--- src/lpfp_pkg.sv ---
// Package for the length-prefixed frame parser.
// Holds phase and event codes, register indexes, reset values and the config struct.
// No dependencies.
package lpfp_pkg;

    localparam int unsigned CFG_IDX_W  = 2;
    localparam int unsigned CFG_DATA_W = 16;

    localparam logic [CFG_IDX_W-1:0] CFG_EXP_VERSION = 2'd0;
    localparam logic [CFG_IDX_W-1:0] CFG_MAX_PAYLOAD = 2'd1;
    localparam logic [CFG_IDX_W-1:0] CFG_STOP_BYTE   = 2'd2;

    localparam logic [7:0]  RST_EXP_VERSION = 8'h01;
    localparam logic [15:0] RST_MAX_PAYLOAD = 16'd1024;
    localparam logic [7:0]  RST_STOP_BYTE   = 8'h0A;

    typedef enum logic [2:0] {
        PH_VERSION = 3'd0,
        PH_TYPE    = 3'd1,
        PH_LEN_HI  = 3'd2,
        PH_LEN_LO  = 3'd3,
        PH_PAYLOAD = 3'd4,
        PH_TERM    = 3'd5
    } t_phase;

    typedef enum logic [2:0] {
        EV_BUSY        = 3'd0,
        EV_DATA        = 3'd1,
        EV_OK          = 3'd2,
        EV_BAD_VERSION = 3'd3,
        EV_TOO_LONG    = 3'd4,
        EV_BAD_TERM    = 3'd5
    } t_event;

    typedef struct packed {
        logic [7:0]  exp_version;
        logic [15:0] max_payload;
        logic [7:0]  stop_byte;
    } t_cfg;

endpackage

--- src/lpfp_rx_if.sv ---
// Input channel of the frame parser: one received byte per transfer.
// Valid/ready handshake; no dependencies.
interface lpfp_rx_if;
    logic       valid;
    logic       ready;
    logic [7:0] rx_byte;

    modport source (output valid, output rx_byte, input ready);
    modport sink   (input valid, input rx_byte, output ready);
endinterface

--- src/lpfp_res_if.sv ---
// Result channel of the frame parser: one event per received byte.
// Valid/ready handshake; no dependencies.
interface lpfp_res_if;
    logic        valid;
    logic        ready;
    logic [2:0]  event_res;
    logic [7:0]  data_byte;
    logic [7:0]  frame_type;
    logic [15:0] payload_length;

    modport source (output valid, output event_res, output data_byte, output frame_type,
                    output payload_length, input ready);
    modport sink   (input valid, input event_res, input data_byte, input frame_type,
                    input payload_length, output ready);
endinterface

--- src/length_prefixed_frame_parser.sv ---
// Length-prefixed frame parser, top level.
// Depends on lpfp_pkg, lpfp_rx_if, lpfp_res_if and lpfp_cfg_regs.
//
// Frames are: version byte, type byte, 16-bit big-endian length, payload, terminator.
// i_rx carries one received byte per transfer; o_res returns exactly one event per
// byte: busy, payload byte (with data), frame ok, bad version, too long or bad
// terminator, together with the current frame type and length field.
// After any error the parser waits for a new version byte. A zero length goes
// straight to the terminator check.
// A byte's result is registered at its transfer and is on o_res in the next cycle.
// Throughput: one byte per cycle unless stalled; parse state and result register are
// both updated in the transfer cycle, so the next byte is taken right away.
// When the receiver stalls, the result register holds and i_rx.ready drops
// until the pending result is taken (ready follows o_res.ready combinationally
// while a result is pending).
// Reset (synchronous, active low) returns to waiting for a version byte, clears
// the frame fields, empties the result register and loads register defaults
// (version 0x01, limit 1024, terminator 0x0A). The user writes configuration via
// i_cfg_we / i_cfg_idx / i_cfg_data only while the parser is idle; not enforced.
module length_prefixed_frame_parser
    import lpfp_pkg::*;
(
    input  logic                  i_clk,
    input  logic                  i_rst_n,
    lpfp_rx_if.sink               i_rx,
    lpfp_res_if.source            o_res,
    input  logic                  i_cfg_we,
    input  logic [CFG_IDX_W-1:0]  i_cfg_idx,
    input  logic [CFG_DATA_W-1:0] i_cfg_data
);

    t_cfg cfg;

    lpfp_cfg_regs u_cfg (
        .i_clk      (i_clk),
        .i_rst_n    (i_rst_n),
        .i_cfg_we   (i_cfg_we),
        .i_cfg_idx  (i_cfg_idx),
        .i_cfg_data (i_cfg_data),
        .o_cfg      (cfg)
    );

    t_phase      r_phase,       n_phase;
    logic [7:0]  r_type_hold,   n_type_hold;
    logic [7:0]  r_length_high, n_length_high;
    logic [15:0] r_length_hold, n_length_hold;
    logic [15:0] r_bytes_left,  n_bytes_left;

    logic        r_out_valid;
    t_event      r_ev,   n_ev;
    logic [7:0]  r_data, n_data;

    logic        rx_xfer;
    logic [15:0] len_word;
    logic [15:0] left_dec;

    assign i_rx.ready = !r_out_valid || o_res.ready;
    assign rx_xfer    = i_rx.valid && i_rx.ready;
    assign len_word   = {r_length_high, i_rx.rx_byte};
    assign left_dec   = r_bytes_left - 16'd1;

    always_comb begin
        n_phase       = r_phase;
        n_type_hold   = r_type_hold;
        n_length_high = r_length_high;
        n_length_hold = r_length_hold;
        n_bytes_left  = r_bytes_left;
        n_ev          = EV_BUSY;
        n_data        = 8'd0;
        unique case (r_phase)
            PH_TYPE: begin
                n_type_hold = i_rx.rx_byte;
                n_phase     = PH_LEN_HI;
            end
            PH_LEN_HI: begin
                n_length_high = i_rx.rx_byte;
                n_phase       = PH_LEN_LO;
            end
            PH_LEN_LO: begin
                n_length_hold = len_word;
                if (len_word > cfg.max_payload) begin
                    n_ev    = EV_TOO_LONG;
                    n_phase = PH_VERSION;
                end else if (len_word == 16'd0) begin
                    n_phase = PH_TERM;
                end else begin
                    n_bytes_left = len_word;
                    n_phase      = PH_PAYLOAD;
                end
            end
            PH_PAYLOAD: begin
                n_ev         = EV_DATA;
                n_data       = i_rx.rx_byte;
                n_bytes_left = left_dec;
                if (left_dec == 16'd0) begin
                    n_phase = PH_TERM;
                end
            end
            PH_TERM: begin
                n_ev    = (i_rx.rx_byte == cfg.stop_byte) ? EV_OK : EV_BAD_TERM;
                n_phase = PH_VERSION;
            end
            default: begin
                n_type_hold   = 8'd0;
                n_length_hold = 16'd0;
                if (i_rx.rx_byte == cfg.exp_version) begin
                    n_phase = PH_TYPE;
                end else begin
                    n_ev    = EV_BAD_VERSION;
                    n_phase = PH_VERSION;
                end
            end
        endcase
    end

    always_ff @(posedge i_clk) begin
        if (!i_rst_n) begin
            r_phase       <= PH_VERSION;
            r_type_hold   <= 8'd0;
            r_length_high <= 8'd0;
            r_length_hold <= 16'd0;
            r_bytes_left  <= 16'd0;
            r_out_valid   <= 1'b0;
        end else begin
            if (rx_xfer) begin
                r_phase       <= n_phase;
                r_type_hold   <= n_type_hold;
                r_length_high <= n_length_high;
                r_length_hold <= n_length_hold;
                r_bytes_left  <= n_bytes_left;
                r_out_valid   <= 1'b1;
            end else if (o_res.ready) begin
                r_out_valid   <= 1'b0;
            end
        end
    end

    always_ff @(posedge i_clk) begin
        if (rx_xfer) begin
            r_ev   <= n_ev;
            r_data <= n_data;
        end
    end

    assign o_res.valid          = r_out_valid;
    assign o_res.event_res      = r_ev;
    assign o_res.data_byte      = r_data;
    assign o_res.frame_type     = r_type_hold;
    assign o_res.payload_length = r_length_hold;

    // payload phase always has bytes outstanding, bounded by the length field
    a_payload_left: assert property (@(posedge i_clk) disable iff (!i_rst_n)
        r_phase == PH_PAYLOAD |-> (r_bytes_left != 16'd0) && (r_bytes_left <= r_length_hold))
        else $error("payload countdown out of range");

    a_term_to_version: assert property (@(posedge i_clk) disable iff (!i_rst_n)
        rx_xfer && r_phase == PH_TERM |=> r_phase == PH_VERSION)
        else $error("terminator did not return to version phase");

    a_data_only_payload: assert property (@(posedge i_clk) disable iff (!i_rst_n)
        o_res.valid && o_res.event_res != EV_DATA |-> o_res.data_byte == 8'd0)
        else $error("data byte set outside payload event");

    a_error_resets: assert property (@(posedge i_clk) disable iff (!i_rst_n)
        rx_xfer && (n_ev == EV_BAD_VERSION || n_ev == EV_TOO_LONG || n_ev == EV_BAD_TERM)
        |=> r_phase == PH_VERSION)
        else $error("error did not return to version phase");

    a_version_clears: assert property (@(posedge i_clk) disable iff (!i_rst_n)
        rx_xfer && r_phase == PH_VERSION |=> r_type_hold == 8'd0 && r_length_hold == 16'd0)
        else $error("version byte did not clear frame fields");

endmodule

--- src/lpfp_cfg_regs.sv ---
// Configuration registers of the frame parser: version, payload limit, terminator.
// Depends on lpfp_pkg.
module lpfp_cfg_regs
    import lpfp_pkg::*;
(
    input  logic                  i_clk,
    input  logic                  i_rst_n,
    input  logic                  i_cfg_we,
    input  logic [CFG_IDX_W-1:0]  i_cfg_idx,
    input  logic [CFG_DATA_W-1:0] i_cfg_data,
    output t_cfg                  o_cfg
);

    t_cfg r_cfg;
    t_cfg n_cfg;

    always_comb begin
        n_cfg = r_cfg;
        if (i_cfg_we) begin
            unique case (i_cfg_idx)
                CFG_EXP_VERSION: n_cfg.exp_version = i_cfg_data[7:0];
                CFG_MAX_PAYLOAD: n_cfg.max_payload = i_cfg_data[15:0];
                CFG_STOP_BYTE:   n_cfg.stop_byte   = i_cfg_data[7:0];
                default:         n_cfg = r_cfg;
            endcase
        end
    end

    always_ff @(posedge i_clk) begin
        if (!i_rst_n) begin
            r_cfg.exp_version <= RST_EXP_VERSION;
            r_cfg.max_payload <= RST_MAX_PAYLOAD;
            r_cfg.stop_byte   <= RST_STOP_BYTE;
        end else begin
            r_cfg <= n_cfg;
        end
    end

    assign o_cfg = r_cfg;

endmodule
--- src/flat_wrapper.sv ---
// flat-port wrapper written by rule: the top's interface ports become plain ports
module length_prefixed_frame_parser_flat import lpfp_pkg::*;
  (i_clk, i_rst_n, i_cfg_we, i_cfg_idx, i_cfg_data, i_rx_valid, i_rx_rx_byte, i_rx_ready, o_res_valid, o_res_event_res, o_res_data_byte, o_res_frame_type, o_res_payload_length, o_res_ready);
  lpfp_rx_if i_rx_i ();
  lpfp_res_if o_res_i ();
  input  logic i_clk;
  input  logic i_rst_n;
  input  logic i_cfg_we;
  input  logic [CFG_IDX_W-1:0] i_cfg_idx;
  input  logic [CFG_DATA_W-1:0] i_cfg_data;
  input wire logic [$bits(i_rx_i.valid)-1:0] i_rx_valid;
  input wire logic [$bits(i_rx_i.rx_byte)-1:0] i_rx_rx_byte;
  output wire logic [$bits(i_rx_i.ready)-1:0] i_rx_ready;
  output wire logic [$bits(o_res_i.valid)-1:0] o_res_valid;
  output wire logic [$bits(o_res_i.event_res)-1:0] o_res_event_res;
  output wire logic [$bits(o_res_i.data_byte)-1:0] o_res_data_byte;
  output wire logic [$bits(o_res_i.frame_type)-1:0] o_res_frame_type;
  output wire logic [$bits(o_res_i.payload_length)-1:0] o_res_payload_length;
  input wire logic [$bits(o_res_i.ready)-1:0] o_res_ready;
  assign i_rx_i.valid = i_rx_valid;
  assign i_rx_i.rx_byte = i_rx_rx_byte;
  assign i_rx_ready = i_rx_i.ready;
  assign o_res_valid = o_res_i.valid;
  assign o_res_event_res = o_res_i.event_res;
  assign o_res_data_byte = o_res_i.data_byte;
  assign o_res_frame_type = o_res_i.frame_type;
  assign o_res_payload_length = o_res_i.payload_length;
  assign o_res_i.ready = o_res_ready;
  length_prefixed_frame_parser u_core (.i_clk(i_clk), .i_rst_n(i_rst_n), .i_rx(i_rx_i), .o_res(o_res_i), .i_cfg_we(i_cfg_we), .i_cfg_idx(i_cfg_idx), .i_cfg_data(i_cfg_data));
endmodule
--- config.mk ---
export PLATFORM = sky130hd
export DESIGN_NAME = length_prefixed_frame_parser_flat
export DESIGN_NICKNAME = d
export VERILOG_FILES = /design/src/lpfp_pkg.sv /design/src/lpfp_rx_if.sv /design/src/lpfp_res_if.sv /design/src/length_prefixed_frame_parser.sv /design/src/lpfp_cfg_regs.sv /design/src/flat_wrapper.sv
export SDC_FILE = /design/constraint.sdc
export NUM_CORES = 1
export LEC_CHECK = 0
export ABC_CLOCK_PERIOD_IN_PS = 2300
export BUFFER_PORTS_ARGS = -buffer_cell sky130_fd_sc_hd__buf_2
export CAP_MARGIN = 20
export CORE_ASPECT_RATIO = 2
export CORE_UTILIZATION = 45
export CTS_CLUSTER_DIAMETER = 200
export CTS_CLUSTER_SIZE = 30
export DETAILED_ROUTE_END_ITERATION = 12
export MAX_ROUTING_LAYER = met4
export PLACE_DENSITY = 0.68
export SYNTH_ARGS = -nofsm -noshare
export SYNTH_HDL_FRONTEND = slang
export SYNTH_SLANG_ARGS = --single-unit
--- constraint.sdc ---
create_clock -name i_clk -period 2.3 [get_ports i_clk]
set_clock_uncertainty 0.05 [all_clocks]
set_input_delay 0 -clock i_clk [delete_from_list [all_inputs] [get_ports i_clk]]
set_output_delay 0 -clock i_clk [all_outputs]
set_load 0.005 [all_outputs]
==> results.md <==
* Total Nets Final at ~740
* Initial drt markers at around 240
* R2R cell count at 9
* Share of post-route cells with drive strength above 1 at between 20% and 30%
* Yosys warns at 0
* Crit path max-delay family: simple AND/OR/NAND/NOR gates
* Layout area overhead at 33.1%
* CTS clk-pin slew, worst paths at roughly 0.07 ns
* Root Driver: clkbuf_16
* Outcome: finished, violations left
* CP bufs+invs at 2
* Initial antenna violation count at 0
* Worst hold path class: input pin to register
* Crit path capture type: register
* Ant. Diodes at 0
* Critical path depth at 9
* Wire per inst at about 17 um
* Multi-input logic area at 2840 um^2
* Final setup TNS at -2.94 ns
* Routability congestion estimate at slightly below 0.9
* Final WL at 14100 um
* Violated checks: negative setup slack
* Dominant synthesized flop cell: dfxtp_1
* Slew HR at 41.4%
* Fill cells at about 950
* Clk buf depth at 2
* FF+latch area at a little over 2000 um^2
* Worst ir drop on vdd at roughly 0.48 mV
* PnR worst setup slack at -0.225 ns
* Cells after DPL at approximately 790
* Leakage at 2.60 nW
* Port Buffer Count at 67
* Endpoints failing setup at 18
* Die height at 149 um
* Vias in the first global route at 4660
* CP Max Fanout at 25
* Setup repair after global routing missed its margin: yes
* Worst EP arrival at 2.68 ns
* Synthesized area at roughly 4800 um^2
* Pwr/cell area at 579 nW/um^2
* Crit share post-route at 110%
* Avg Vias per Cell at 5.59
* Clock sink total at 95
* Worst hold stages at 4
* Critical-path cell list: inv_2 > ha_4 > nand4_1 > or3_4 > or2_4 > a311o_1 > buf_12 > a211oi_2 > o31ai_1
* Worst-margin pin slew at roughly 0.9 ns
* CP Launch Type: register
* Hpwl dp at between 9000 and 10000 um
* Max incr delay on CP at around 0.4 ns
* Global route overflow at 0
* H-tree depth at 3
* Inserted Clock Buffers at 9
* I/O Pins at 68
* Crit Path Class: register to register
* Fin Hold WS at roughly 0.08 ns
* Post-synth cell types at 55
* Pre-CTS WS at -0.318 ns
* Core area at between 10000 and 15000 um^2
* Final cell count without fillers at slightly above 800
* Via count at 4630
* DR pass1 iterations at 5
* GRT Total Usage at 27.3%
* Min Tclk post-route at between 2 and 3 ns
* Final Hold Violating Endpoints at 0
* # DRC at 0
* Most frequent cells in the layout: nand2_1 (80), dfxtp_1 (71), buf_2 (67), buf_4 (55), a21oi_1 (46)
* Post-synthesis async set-or-reset flop share at 0%
* Skew-Pair Late Insertion Delay at about 0.35 ns
* Avg Inst Size Synth at around 8.4 um^2
* Die Area at between 10000 and 15000 um^2
* Req. time, crit path at ~2.5 ns
* Seq/Total Area, Yosys at 41.6%
* Slowest CP cell: or3_4
* CTS tree: built
* #FFs+latches synth at between 90 and 100
* Most common cell after layout, fill and taps aside: nand2_1
* Initial core utilization at 46.2%
* Cell Rows at 53
* Die width at 75.3 um
* Synthesized instance count at 573
* Net Count, Synth at approximately 620
* Post-synth EDFFs at 11
* FMAX at approximately 400 MHz
* Largest net degree at the start of global routing at 47
* First-pass GRT wire length at 22200 um
* Antenna Nets Post-Route at 0
* Util after Layout at around 61%
* Final Max Tran Viols at 0
* Max Cap Violations at 0
-- power by group --
part           internal, mW  total, mW  switching (mW)
clock network         0.864       1.56           0.699
logic                 0.195      0.431           0.236
registers              1.71       1.74          0.0228
total                  2.77       3.73           0.958
-- synth_stat cells (3+ instances only) --
cell type	number	share of area (%)
dfxtp_1	84	35
nand2_1	81	6.3
a21oi_1	50	5.2
nor2_1	37	2.9
clkbuf_1	36	2.8
nand3_1	32	3.3
mux2i_1	29	6.0
inv_1	24	1.9
ha_1	19	4.9
xnor2_1	17	3.1
a21boi_0	16	2.5
nor2b_1	16	2.1
o21ai_0	12	1.2
edfxtp_1	11	6.8
and3_1	10	1.3
nand4_1	10	1.3
nor3_1	9	0.93
o31ai_1	9	1.4
o211ai_1	8	1.2
nor4_1	6	0.78
buf_2	5	0.52
or3_1	4	0.52
or4_1	4	0.62
a21o_1	3	0.47
a31oi_1	3	0.39
-- state kept, by name (all words and copies together), names as in the netlist --
| name | flops |
|---|---|
| u_core.o_res.frame_type | 8 |
| u_core.o_res.data_byte | 8 |
| u_core.o_res.valid | 1 |
| u_core.r_phase | 3 |
| u_core.r_length_high | 8 |
| u_core.r_bytes_left | 16 |
| u_core.u_cfg.o_cfg | 32 |
| u_core.o_res.payload_length | 16 |
| u_core.o_res.event_res | 3 |
-- final timing paths --
| kind | start | endpoint | slack [ns] |
|---|---|---|---|
| min | i_rx_rx_byte[3] | u_core.o_res.frame_type[3] | 0.08 |
| max reg2reg | u_core.u_cfg.o_cfg[17] | u_core.r_bytes_left[2] | -0.23 |
| min reg2reg | u_core.o_res.frame_type[1] | u_core.o_res.frame_type[1] | 0.40 |
| max | u_core.u_cfg.o_cfg[17] | u_core.r_bytes_left[2] | -0.23 |
-- logic make-up after synthesis --
group,synth area share (%)
AOI/OAI and AO/OA,15.3
xor gates and xnor gates,3.44
DFF,41.6
muxes,6.00
buffers and inverters,5.33
adders and majority gates,4.91
and+or+nand+nor,23.4
-- area by class of cell --
type,instances,share of cell area [%]
multi-input cells,411,44.1
flip-flops and latches,95,31.5
repair buffers,146,15.6
clock buffers,9,3.50
well taps,137,2.66
inverters,24,1.40
clock inverters,7,1.30
-- tightest hold or removal path, stage by stage --
cell and delay (ns):
buf_2 0.12, buf_4 0.18, nand3_1 0.08, a21oi_1 0.06
-- per-layer routing --
layer | global-route usage, % | vias up | wire [um]
met5 | - | - | 0
met4 | 17.5 | 0 | 764
met3 | 4.07 | 58 | 494
met2 | 47.3 | 149 | 7700
met1 | 27.3 | 2193 | 5190
li1 | - | 2230 | -
-- per-stage QoR --
| step | cell area, um^2 | total power, mW |
|---|---|---|
| global route | 6440 | 3.84 |
| CTS | 6350 | 3.72 |
| finish | 6440 | 3.73 |
| detailed placement | 5580 | 2.13 |
| floorplan | 4860 | 1.99 |
| global placement | 5580 | 2.12 |
-- repair_timing --
action	4_1_cts	5_1_grt
hold endpoints to repair	33	0
setup buffers	8	1
pin swaps	17	8
hold buffers	18	0
resized for setup	42	23
cloned	0	0
setup endpoints to repair	19	19
(Power assumes the default switching activity.)
